<file path="config.mk">
export PLATFORM = sky130hd
export DESIGN_NAME = alert_tone_sequencer_core
export DESIGN_NICKNAME = d
export VERILOG_FILES = /design/src/rtl/ats_pkg.sv /design/src/rtl/ats_cfg.sv /design/src/rtl/ats_step.sv /design/src/rtl/alert_tone_sequencer_core.sv
export VERILOG_INCLUDE_DIRS = /design/src /design/src/rtl
export SDC_FILE = /design/constraint.sdc
export NUM_CORES = 1
export LEC_CHECK = 0
export BUFFER_PORTS_ARGS = -buffer_cell sky130_fd_sc_hd__buf_2
export CORE_MARGIN = 3
export CORE_UTILIZATION = 35
export CTS_CLUSTER_DIAMETER = 30
export DETAILED_ROUTE_END_ITERATION = 8
export GPL_TIMING_DRIVEN = 0
export HOLD_SLACK_MARGIN = 0.12
export MAX_ROUTING_LAYER = met4
export PLACE_DENSITY = 0.58
export SETUP_SLACK_MARGIN = 0.05
export SLEW_MARGIN = 20
export SYNTH_ARGS = -nofsm -noshare
export SYNTH_HDL_FRONTEND = slang
export SYNTH_SLANG_ARGS = --single-unit
</file>
<file path="constraint.sdc">
create_clock -name clk -period 3.6 [get_ports clk]
set_input_delay 0.54 -clock clk [delete_from_list [all_inputs] [get_ports clk]]
set_output_delay 0.54 -clock clk [all_outputs]
set_load 0.1 [all_outputs]
</file>
<file path="src/rtl/alert_tone_sequencer_core_defines.svh">
// Assertion helpers shared by the RTL; clk and rst_n must be in scope.
`ifndef ALERT_TONE_SEQUENCER_CORE_DEFINES_SVH
`define ALERT_TONE_SEQUENCER_CORE_DEFINES_SVH

// Property that must hold at every edge out of reset.
`define ATS_ASSERT_ALWAYS(lbl, cond, msg) \
  lbl: assert property (@(posedge clk) disable iff (!rst_n) (cond)) else $error(msg);

// Property that must hold in the cycle after the trigger.
`define ATS_ASSERT_NEXT(lbl, ante, cons, msg) \
  lbl: assert property (@(posedge clk) disable iff (!rst_n) (ante) |=> (cons)) else $error(msg);

`endif

</file>
<file path="src/rtl/ats_pkg.sv">
`default_nettype none

package ats_pkg;

  // input function codes
  localparam logic [1:0] FUNC_TICK    = 2'd0;
  localparam logic [1:0] FUNC_REQUEST = 2'd1;
  localparam logic [1:0] FUNC_SILENCE = 2'd2;
  localparam logic [1:0] FUNC_NOP     = 2'd3;

  // alert codes
  localparam logic [2:0] ALERT_NONE      = 3'd0;
  localparam logic [2:0] ALERT_START     = 3'd1;
  localparam logic [2:0] ALERT_HOMED     = 3'd2;
  localparam logic [2:0] ALERT_STOP      = 3'd3;
  localparam logic [2:0] ALERT_BEEPS     = 3'd4;
  localparam logic [2:0] ALERT_CRESCENDO = 3'd5;

  // tones
  localparam logic [1:0] TONE_C7 = 2'd0;
  localparam logic [1:0] TONE_E7 = 2'd1;
  localparam logic [1:0] TONE_G7 = 2'd2;
  localparam logic [1:0] TONE_C8 = 2'd3;

  // volumes in tenths
  localparam logic [3:0] VOL_OFF  = 4'd0;
  localparam logic [3:0] VOL_LOW  = 4'd4;
  localparam logic [3:0] VOL_MID  = 4'd6;
  localparam logic [3:0] VOL_HIGH = 4'd8;
  localparam logic [3:0] VOL_FULL = 4'd10;

  // timing in ms
  localparam logic [15:0] NOTE1_MS    = 16'd100;
  localparam logic [15:0] NOTE2_MS    = 16'd200;
  localparam logic [15:0] NOTE3_MS    = 16'd300;
  localparam logic [15:0] NOTE4_MS    = 16'd400;
  localparam logic [15:0] BEEP_ON_MS  = 16'd250;
  localparam logic [15:0] BEEP_END_MS = 16'd500;
  localparam logic [15:0] CRESC1_MS   = 16'd5000;
  localparam logic [15:0] CRESC2_MS   = 16'd10000;
  localparam logic [15:0] CRESC3_MS   = 16'd15000;
  localparam logic [15:0] CRESC4_MS   = 16'd20000;

  localparam logic [15:0] ALERT_MAX_MS   = 16'hFFFF;
  localparam logic [16:0] SILENCE_MAX_MS = 17'h1FFFF;

  // configuration port
  localparam int unsigned CFG_ADDR_W = 3;
  localparam int unsigned CFG_DATA_W = 32;
  localparam logic        REG_SILENCE_LIMIT = 1'b0;  // register index, paddr[2]
  localparam logic [16:0] SILENCE_LIMIT_RST = 17'd60000;

  typedef struct packed {
    logic [1:0] func;
    logic [2:0] alert_code;
  } in_beat_t;

  typedef struct packed {
    logic       buzzer_on;
    logic [1:0] tone_select;
    logic [3:0] volume_tenths;
    logic       alert_active;
    logic [2:0] active_alert;
  } out_beat_t;

  typedef struct packed {
    logic [2:0]  held_alert;
    logic        in_progress;
    logic [15:0] alert_elapsed_ms;
    logic        silenced;
    logic [16:0] silence_elapsed_ms;
    logic        drive_on;
    logic [1:0]  drive_tone;
    logic [3:0]  drive_volume;
  } ats_state_t;

endpackage

`default_nettype wire

</file>
<file path="src/rtl/ats_cfg.sv">
`default_nettype none

module ats_cfg (
  input  wire logic                            clk,
  input  wire logic                            rst_n,
  input  wire logic                            psel,
  input  wire logic                            penable,
  input  wire logic                            pwrite,
  input  wire logic [ats_pkg::CFG_ADDR_W-1:0]  paddr,
  input  wire logic [ats_pkg::CFG_DATA_W-1:0]  pwdata,
  output logic      [ats_pkg::CFG_DATA_W-1:0]  prdata,
  output logic                                 pready,
  output logic      [16:0]                     silence_limit
);

  logic [16:0] silence_limit_r;
  logic [16:0] silence_limit_nxt;
  logic        wr_hit;

  assign pready = 1'b1;
  assign wr_hit = psel && penable && pwrite && pready
                  && (paddr[2] == ats_pkg::REG_SILENCE_LIMIT);

  always_comb begin
    silence_limit_nxt = silence_limit_r;
    if (wr_hit) begin
      silence_limit_nxt = pwdata[16:0];
    end
  end

  always_ff @(posedge clk) begin
    if (!rst_n) begin
      silence_limit_r <= ats_pkg::SILENCE_LIMIT_RST;
    end else begin
      silence_limit_r <= silence_limit_nxt;
    end
  end

  // reads beyond the map return zero; low address bits ignored
  always_comb begin
    prdata = '0;
    if (paddr[2] == ats_pkg::REG_SILENCE_LIMIT) begin
      prdata = {{(ats_pkg::CFG_DATA_W-17){1'b0}}, silence_limit_r};
    end
  end

  assign silence_limit = silence_limit_r;

endmodule

`default_nettype wire

</file>
<file path="src/rtl/ats_step.sv">
`default_nettype none

module ats_step (
  input  wire ats_pkg::ats_state_t cur,
  input  wire ats_pkg::in_beat_t   item,
  input  wire logic [16:0]         silence_limit,
  output ats_pkg::ats_state_t      nxt,
  output ats_pkg::out_beat_t       result
);

  logic [15:0] t;
  logic [16:0] sil_t;
  logic [1:0]  note;
  logic        take_req;

  // note index for the four-note patterns (t / 100 below 400)
  always_comb begin
    if (t < ats_pkg::NOTE1_MS) begin
      note = 2'd0;
    end else if (t < ats_pkg::NOTE2_MS) begin
      note = 2'd1;
    end else if (t < ats_pkg::NOTE3_MS) begin
      note = 2'd2;
    end else begin
      note = 2'd3;
    end
  end

  assign take_req = (item.alert_code <= ats_pkg::ALERT_CRESCENDO)
                    && ((item.alert_code == ats_pkg::ALERT_NONE) || !cur.in_progress
                        || (item.alert_code > cur.held_alert));

  always_comb begin
    nxt   = cur;
    t     = cur.alert_elapsed_ms;
    sil_t = cur.silence_elapsed_ms;
    case (item.func)
      ats_pkg::FUNC_TICK: begin
        if (cur.in_progress && (t != ats_pkg::ALERT_MAX_MS)) begin
          t = t + 16'd1;
        end
        if (sil_t != ats_pkg::SILENCE_MAX_MS) begin
          sil_t = sil_t + 17'd1;
        end
        nxt.alert_elapsed_ms   = t;
        nxt.silence_elapsed_ms = sil_t;
        if (cur.in_progress) begin
          case (cur.held_alert)
            ats_pkg::ALERT_NONE: begin
              nxt.drive_on         = 1'b0;
              nxt.in_progress      = 1'b0;
              nxt.alert_elapsed_ms = '0;
            end
            ats_pkg::ALERT_START, ats_pkg::ALERT_STOP: begin
              nxt.drive_volume = ats_pkg::VOL_HIGH;
              nxt.drive_on     = 1'b1;
              if (t < ats_pkg::NOTE4_MS) begin
                nxt.drive_tone = (cur.held_alert == ats_pkg::ALERT_START) ? note : ~note;
              end else begin
                nxt.drive_on         = 1'b0;
                nxt.in_progress      = 1'b0;
                nxt.alert_elapsed_ms = '0;
              end
            end
            ats_pkg::ALERT_HOMED: begin
              nxt.drive_volume = ats_pkg::VOL_HIGH;
              nxt.drive_on     = 1'b1;
              if (t < ats_pkg::NOTE1_MS) begin
                nxt.drive_tone = ats_pkg::TONE_C7;
              end else begin
                nxt.drive_on         = 1'b0;
                nxt.in_progress      = 1'b0;
                nxt.alert_elapsed_ms = '0;
              end
            end
            ats_pkg::ALERT_BEEPS: begin
              if (cur.silenced) begin
                nxt.drive_on = 1'b0;
              end else if (t < ats_pkg::BEEP_ON_MS) begin
                nxt.drive_volume = ats_pkg::VOL_HIGH;
                nxt.drive_on     = 1'b1;
                nxt.drive_tone   = ats_pkg::TONE_C7;
              end else if (t < ats_pkg::BEEP_END_MS) begin
                nxt.drive_volume = ats_pkg::VOL_OFF;
                nxt.drive_on     = 1'b0;
              end else begin
                nxt.alert_elapsed_ms = '0;
              end
            end
            ats_pkg::ALERT_CRESCENDO: begin
              if (cur.silenced) begin
                nxt.drive_on = 1'b0;
              end else if (t < ats_pkg::CRESC4_MS) begin
                nxt.drive_on   = 1'b1;
                nxt.drive_tone = ats_pkg::TONE_E7;
                if (t < ats_pkg::CRESC1_MS) begin
                  nxt.drive_volume = ats_pkg::VOL_LOW;
                end else if (t < ats_pkg::CRESC2_MS) begin
                  nxt.drive_volume = ats_pkg::VOL_MID;
                end else if (t < ats_pkg::CRESC3_MS) begin
                  nxt.drive_volume = ats_pkg::VOL_HIGH;
                end else begin
                  nxt.drive_volume = ats_pkg::VOL_FULL;
                end
              end
            end
            default: begin
            end
          endcase
        end
        // pattern above sees the old silence flag
        if (cur.silenced && (sil_t > silence_limit)) begin
          nxt.silenced = 1'b0;
        end
      end
      ats_pkg::FUNC_REQUEST: begin
        if (take_req) begin
          nxt.held_alert       = item.alert_code;
          nxt.in_progress      = 1'b1;
          nxt.alert_elapsed_ms = '0;
        end
      end
      ats_pkg::FUNC_SILENCE: begin
        nxt.silenced           = 1'b1;
        nxt.silence_elapsed_ms = '0;
      end
      default: begin
      end
    endcase
  end

  assign result = '{buzzer_on:     nxt.drive_on,
                    tone_select:   nxt.drive_tone,
                    volume_tenths: nxt.drive_volume,
                    alert_active:  nxt.in_progress,
                    active_alert:  nxt.held_alert};

endmodule

`default_nettype wire

</file>
<file path="src/rtl/alert_tone_sequencer_core.sv">
// Alert tone sequencer: plays timed buzzer patterns from a 1 ms tick.
// Input channel (in_valid / in_stall / in_data): one beat is a tick, an
//   alert request or a silence command; every beat yields one result beat.
// Result channel (out_valid / out_stall / out_data): buzzer on/off, tone,
//   volume in tenths, alert-in-progress flag and held alert code, as the
//   state stands after the beat.
// Configuration: APB-style, one register (silence limit, ms) at byte 0;
//   pready is tied high, writes land on the access cycle.
// Path: a beat taken into the input register passes through the step logic
//   and lands in the result register once that is free; out_valid rises
//   on the same edge that loads the result register.
// Throughput: one beat per cycle unless stalled, set by the single input
//   register feeding the result register, alert state updated on the same edge.
// Stall: while out_stall holds a waiting result the input register still
//   fills once, after which in_stall rises; no beat is lost or reordered.
// Reset (rst_n low, synchronous): no alert, counters cleared, buzzer off,
//   silence limit back to 60000 ms; both valids drop.
`default_nettype none
`include "alert_tone_sequencer_core_defines.svh"

module alert_tone_sequencer_core (
  input  wire logic                            clk,
  input  wire logic                            rst_n,
  // input channel
  input  wire logic                            in_valid,
  output logic                                 in_stall,
  input  wire ats_pkg::in_beat_t               in_data,
  // result channel
  output logic                                 out_valid,
  input  wire logic                            out_stall,
  output ats_pkg::out_beat_t                   out_data,
  // configuration
  input  wire logic                            psel,
  input  wire logic                            penable,
  input  wire logic                            pwrite,
  input  wire logic [ats_pkg::CFG_ADDR_W-1:0]  paddr,
  input  wire logic [ats_pkg::CFG_DATA_W-1:0]  pwdata,
  output logic      [ats_pkg::CFG_DATA_W-1:0]  prdata,
  output logic                                 pready
);

  // input register
  logic                in_valid_r, in_valid_nxt;
  ats_pkg::in_beat_t   in_data_r;
  // result register
  logic                out_valid_r, out_valid_nxt;
  ats_pkg::out_beat_t  out_data_r;
  // alert state
  ats_pkg::ats_state_t state_r, state_nxt;

  ats_pkg::out_beat_t  step_result;
  logic [16:0]         silence_limit;
  logic                advance;

  ats_cfg u_cfg (
    .clk           (clk),
    .rst_n         (rst_n),
    .psel          (psel),
    .penable       (penable),
    .pwrite        (pwrite),
    .paddr         (paddr),
    .pwdata        (pwdata),
    .prdata        (prdata),
    .pready        (pready),
    .silence_limit (silence_limit)
  );

  ats_step u_step (
    .cur           (state_r),
    .item          (in_data_r),
    .silence_limit (silence_limit),
    .nxt           (state_nxt),
    .result        (step_result)
  );

  // beat moves from input to result register when the latter is free
  assign advance  = in_valid_r && (!out_valid_r || !out_stall);
  assign in_stall = in_valid_r && !advance;

  always_comb begin
    in_valid_nxt = in_valid_r;
    if (!in_stall) begin
      in_valid_nxt = in_valid;
    end
    out_valid_nxt = out_valid_r && out_stall;
    if (advance) begin
      out_valid_nxt = 1'b1;
    end
  end

  always_ff @(posedge clk) begin
    if (!rst_n) begin
      in_valid_r  <= 1'b0;
      out_valid_r <= 1'b0;
      state_r     <= '0;
    end else begin
      in_valid_r  <= in_valid_nxt;
      out_valid_r <= out_valid_nxt;
      if (advance) begin
        state_r <= state_nxt;
      end
    end
  end

  always_ff @(posedge clk) begin
    if (in_valid && !in_stall) begin
      in_data_r <= in_data;
    end
    if (advance) begin
      out_data_r <= step_result;
    end
  end

  assign out_valid = out_valid_r;
  assign out_data  = out_data_r;

  // elapsed counter only runs while an alert is in progress
  `ATS_ASSERT_ALWAYS(a_idle_elapsed_zero, (state_r.in_progress || state_r.alert_elapsed_ms == 16'd0), "elapsed counter non-zero with no alert")
  `ATS_ASSERT_ALWAYS(a_volume_range, (state_r.drive_volume <= ats_pkg::VOL_FULL), "volume above full scale")
  `ATS_ASSERT_ALWAYS(a_held_code_range, (state_r.held_alert <= ats_pkg::ALERT_CRESCENDO), "held alert code out of range")
  `ATS_ASSERT_NEXT(a_blocked_beat_kept, (in_valid_r && !advance), (in_valid_r && $stable(in_data_r) && $stable(state_r)), "blocked beat lost or state moved")

endmodule

`default_nettype wire

</file>
Word level (Yosys, flattened, before mapping). Cells that the tools add are included.

Register bits after elaboration: 80. Input port bits: 47.

Add/subtract/negate cells: 2. Magnitude comparators: 14. Eq/ne operators: 11. Mux-type cells: 45. Bitwise operators: 2. Reductions and logical operators: 27.

Operator list (count): $mux 17 (6); $mux 16 (6); $pmux 16 s4 (1); $lt 16x9->1 const B (3); $pmux 18 s2 (1); $pmux 17 s2 (1); $lt 16x14->1 const B (2); $lt 16x7->1 const B (2); $lt 16x8->1 const B (2); $pmux 6 s4 (1); $mux 7 (3); $mux 20 (1); $add 17x1->17 const B (1); $gt 17x17->1 (1); $ne 17x17->1 const B (1); $add 16x1->16 const B (1); $lt 16x13->1 const B (1); $lt 16x15->1 const B (1); $mux 4 (4); $ne 16x16->1 const B (1); $mux 2 (7); $mux 6 (2); $logic_and 1x1->1 (10); $mux 1 (9); other kinds (21) (33).

Logic depth before layout (Yosys ltp).
Word-level depth: 15. Depth in mapped cells: 15. Depth with buffers taken out: 15.

By module. A second synthesis with hierarchy kept.

Cells, all modules: 865. Area total of the unflattened synthesis: 6781.5 um^2.

Modules (own cells, without submodules): ats_step (times used 1, cells an instance 536, area each 3390.8 um^2, sequential area each 0.0 um^2); alert_tone_sequencer_core (times used 1, cells an instance 219, area each 2409.8 um^2, sequential area each 1421.4 um^2); ats_cfg (times used 1, cells an instance 110, area each 980.9 um^2, sequential area each 340.3 um^2).

Worst setup path before layout. No wires, ideal clock.

Kind: register -> register. From: register state_r[26] in the netlist's numbering. To: register out_data_r (netlist bit out_data[8]), data pin. Setup time: 254 ps. Data arrival time: 2826 ps. Setup slack: 520 ps. Stages on the path, launching flop included: 12. Path buffers: 1. Period minus slack after synthesis: 3080 ps. Path through: dfxtp_1 -> ha_1 -> buf_2 -> nand3_1 -> nor4_4 -> nor4_1 -> nor4b_4 -> nand3_4 -> o21bai_1 -> a2111oi_0 -> o22ai_1 -> a21o_1.

RTL lines: start, declared (RTL line alert_tone_sequencer_core.sv:49) `ats_pkg::ats_state_t state_r, state_nxt;`; start signal, assigned (RTL line alert_tone_sequencer_core.sv:100) `state_r <= state_nxt;`; end signal, assigned (RTL line alert_tone_sequencer_core.sv:110) `out_data_r <= step_result;`; end, declared (RTL line alert_tone_sequencer_core.sv:47) `ats_pkg::out_beat_t out_data_r;`.

==> impl_metrics.csv <==
group,metric,value,unit
status,outcome,"completed",
synthesis,muxShareOfSynthArea,2.318,%
synthesis,yosys_most_used_dff,"dfxtp_1",
sta,slew-limit-headroom,35.81,%
synthesis,syn_inst,748,
drt,ant_nets,0,
synthesis,synth-xor-area-share,3.423,%
synthesis,synth_top_area_share,21.77,%
sta,fmax,295.7,MHz
floorplan,die_w,135.7,um
critical_path,crit_path_max_fanout,8,
synthesis,synth_compound_area_share,23.75,%
global_routing,grt_use_total,19.26,%
critical_path,cpPeakStageDelay,0.57,ns
synthesis,syn_avg_cell_area,7.867,um2
cts,cts_tree,"built",
sta,fin_crit_sh,93.93,%
global_routing,grt_pass1_vias,5393,
sta,rsz0062_at_grt,"no",
cts,path_clk_slew,0.07,ns
cts,cts_max_level,3,
drt,drcViolationCount,0,
global_routing,use_met2,30.59,%
finish,layout_commonest_cell,"nor2_1",
synthesis,synth-simple-area-share,27.73,%
critical_path,endpoint_kind,"flop",
synthesis,synth_fa_ha_area_share,4.848,%
synthesis,async_reset_ff_share,0,%
drt,wl,17.15,mm
sta,fin_crit,3.381,ns
sta,tightest_slew,0.9593,ns
synthesis,synth-seq-area-share,29.94,%
sta,slew_viol_final,0,
finish,multi_input_area,3836,um2
global_routing,grt.overflow.total,0,
synthesis,synth_top_family_by_area,"simple AND/OR/NAND/NOR gates",
global_routing,met1_usage,25.53,%
critical_path,slowest_stage,"or4_1",
floorplan,start_util,36.38,%
global_routing,grt_antenna_before_repair,1,
cts,clockBufferDepth,2,
finish,synthToLayoutAreaGrowth,19.07,%
drt,vias,5901,
drt,dr.pass1.iters,7,
cts,hold_buffers,0,
synthesis,synth_top_cell_by_area,"dfxtp_1",
min_path,hp-class,"input pin to flop",
finish,drive_gt1_share,20.64,%
synthesis,synth.distinct_cells,76,
critical_path,path_cells,"nand4_2, or4_1, buf_2, o211ai_4, nor3_1, o2111ai_2, nand2b_4, o41ai_2, a31oi_1, a21oi_1",
floorplan,rows,46,
floorplan,core_area,16170,um2
cts,cts_buffers,9,
pwr,pwr_density_cell,308.1,nW/um2
finish,nNetsFinal,912,
cts,ctsRootBufferMaster,"clkbuf_16",
finish,most-common-layout-cells,"nor2_1 (80), nand2_1 (76), buf_2 (73), dfxtp_1 (61), a21oi_1 (44)",
cts,clk_latency,0.34,ns
place,gp_congestion,0.9969,
critical_path,start_kind,"flop",
cts,cts_sinks,80,
place,port_buffers,57,
drt,initialDrtViolationCount,524,
sta,setup_violations,0,
drt,via_per_inst,5.541,
sta,final.setup.tns,0,ns
pwr,ir_worst_vdd,0.2994,mV
global_routing,grt_pass1_wl,27.59,mm
job,max_cap_viol_count,0,
sta,fin_skew,0.007286,ns
global_routing,grt_max_degree,20,
synthesis,ys_ff_latch,80,
floorplan,ios,93,
synthesis,synth_edf_count,16,
finish,seq_area,1765,um2
pwr,total_power,2.158,mW
global_routing,grt_use_met3,3.046,%
critical_path,criticalPathCategory,"flop to flop",
global_routing,top_usage_layer,"met2",
floorplan,fp.dieArea,18410,um2
synthesis,syn_area,5884,um2
place,hpwl,13.01,mm
finish,post-route-util,43.32,%
synthesis,yosys-top-cells-area,"dfxtp_1 (22%), edfxtp_1 (8.2%), nor2_1 (5.2%)",
finish,fill_cells,1676,
drt,wl_per_cell,16.10,um
pwr,p_leak,2.855,nW
synthesis,synth_warnings,0,
critical_path,cp.required,3.67,ns
critical_path,crit_arrival,3.45,ns
floorplan,die_y,135.7,um
sta,final_hold_viol_count,0,
kinds of logic after synthesis:
group / Yosys count
AND/OR/NAND/NOR: 307
AO/OA/AOI/OAI: 203
buffers and inverters: 97
flip-flops: 80
adder cells (fa/ha/maj): 23
XOR/XNOR: 23
multiplexers: 13
other: 2
per-stage QoR:
stage                     cell area [um2]  worst slack [ns]  cells  hold slack [ns]
after floorplan                      5937            0.5203    762           0.4171
after global placement               6492           -0.2065   1035           0.4249
after detailed placement             6492           -0.2059   1035           0.4288
after CTS                            6827           0.05590   1055           0.3570
after global routing                 7007           0.03017   1065           0.3593
final                                7007            0.2186   1065           0.3702
cell type report:
cell class                      count  area share, %
Buffer                             64          4.875
Tap cell                          216          3.857
Multi-Input combinational cell    585          54.75
Clock buffer                       10          3.411
Timing Repair Buffer               71          5.571
Inverter                           32          1.714
Clock inverter                      6         0.5893
Sequential cell                    80          25.20
Antenna cell                        1        0.03571
state kept, by name (all words and copies together) (netlist names):
signal               count
in_data_r                5
in_valid_r               1
out_data                11
out_valid                1
state_r                 45
u_cfg.silence_limit     17
power breakdown:
part / switching (mW) / total, mW / internal, mW / leakage, nW
logic: 0.263 / 0.332 / 0.0688 / 2.04
clock network: 0.398 / 0.887 / 0.489 / 0.140
registers: 0.00908 / 0.940 / 0.931 / 0.672
critical path, delay by kind of cell, from the launching register on:
kind | cells | cell delay (ns)
buffers and inverters | 1 | 0.21
flip-flops | 1 | 0.50
AO/OA/AOI/OAI | 5 | 1.15
AND/OR/NAND/NOR | 4 | 1.24
layer usage:
metal	vias up	wire length, um	part of all wire [%]
met5	-	0	0
met4	0	279	1.6
met3	16	917	5.3
met2	175	8102	47
met1	2790	7849	46
li1	2920	-	-
synthesized netlist by cell type (19+ instances only):
cell type / number
a21oi_1: 44
buf_4: 19
clkbuf_1: 26
dfxtp_1: 64
ha_1: 22
inv_1: 30
nand2_1: 76
nand3_1: 25
nand4_1: 19
nor2_1: 81
nor3_1: 24
o21ai_0: 29
repair_timing:
item,4_1_cts,5_1_grt
pin swaps,2,12
resized for setup,7,26
endpoints found under the setup margin,27,31
setup buffers,4,10
path summary, 6_finish.rpt:
kind                             startpoint      endpoint  slack [ns]  cells past startpoint
worst min register to register   state_r[0]    state_r[0]        0.44                      2
worst max register to register  state_r[35]  out_data[10]        0.22                     10
worst min-delay path             in_data[4]  in_data_r[4]        0.37                      1
worst max-delay path            state_r[35]  out_data[10]        0.22                     10
Note: power is estimated with default switching activity, not from simulation.
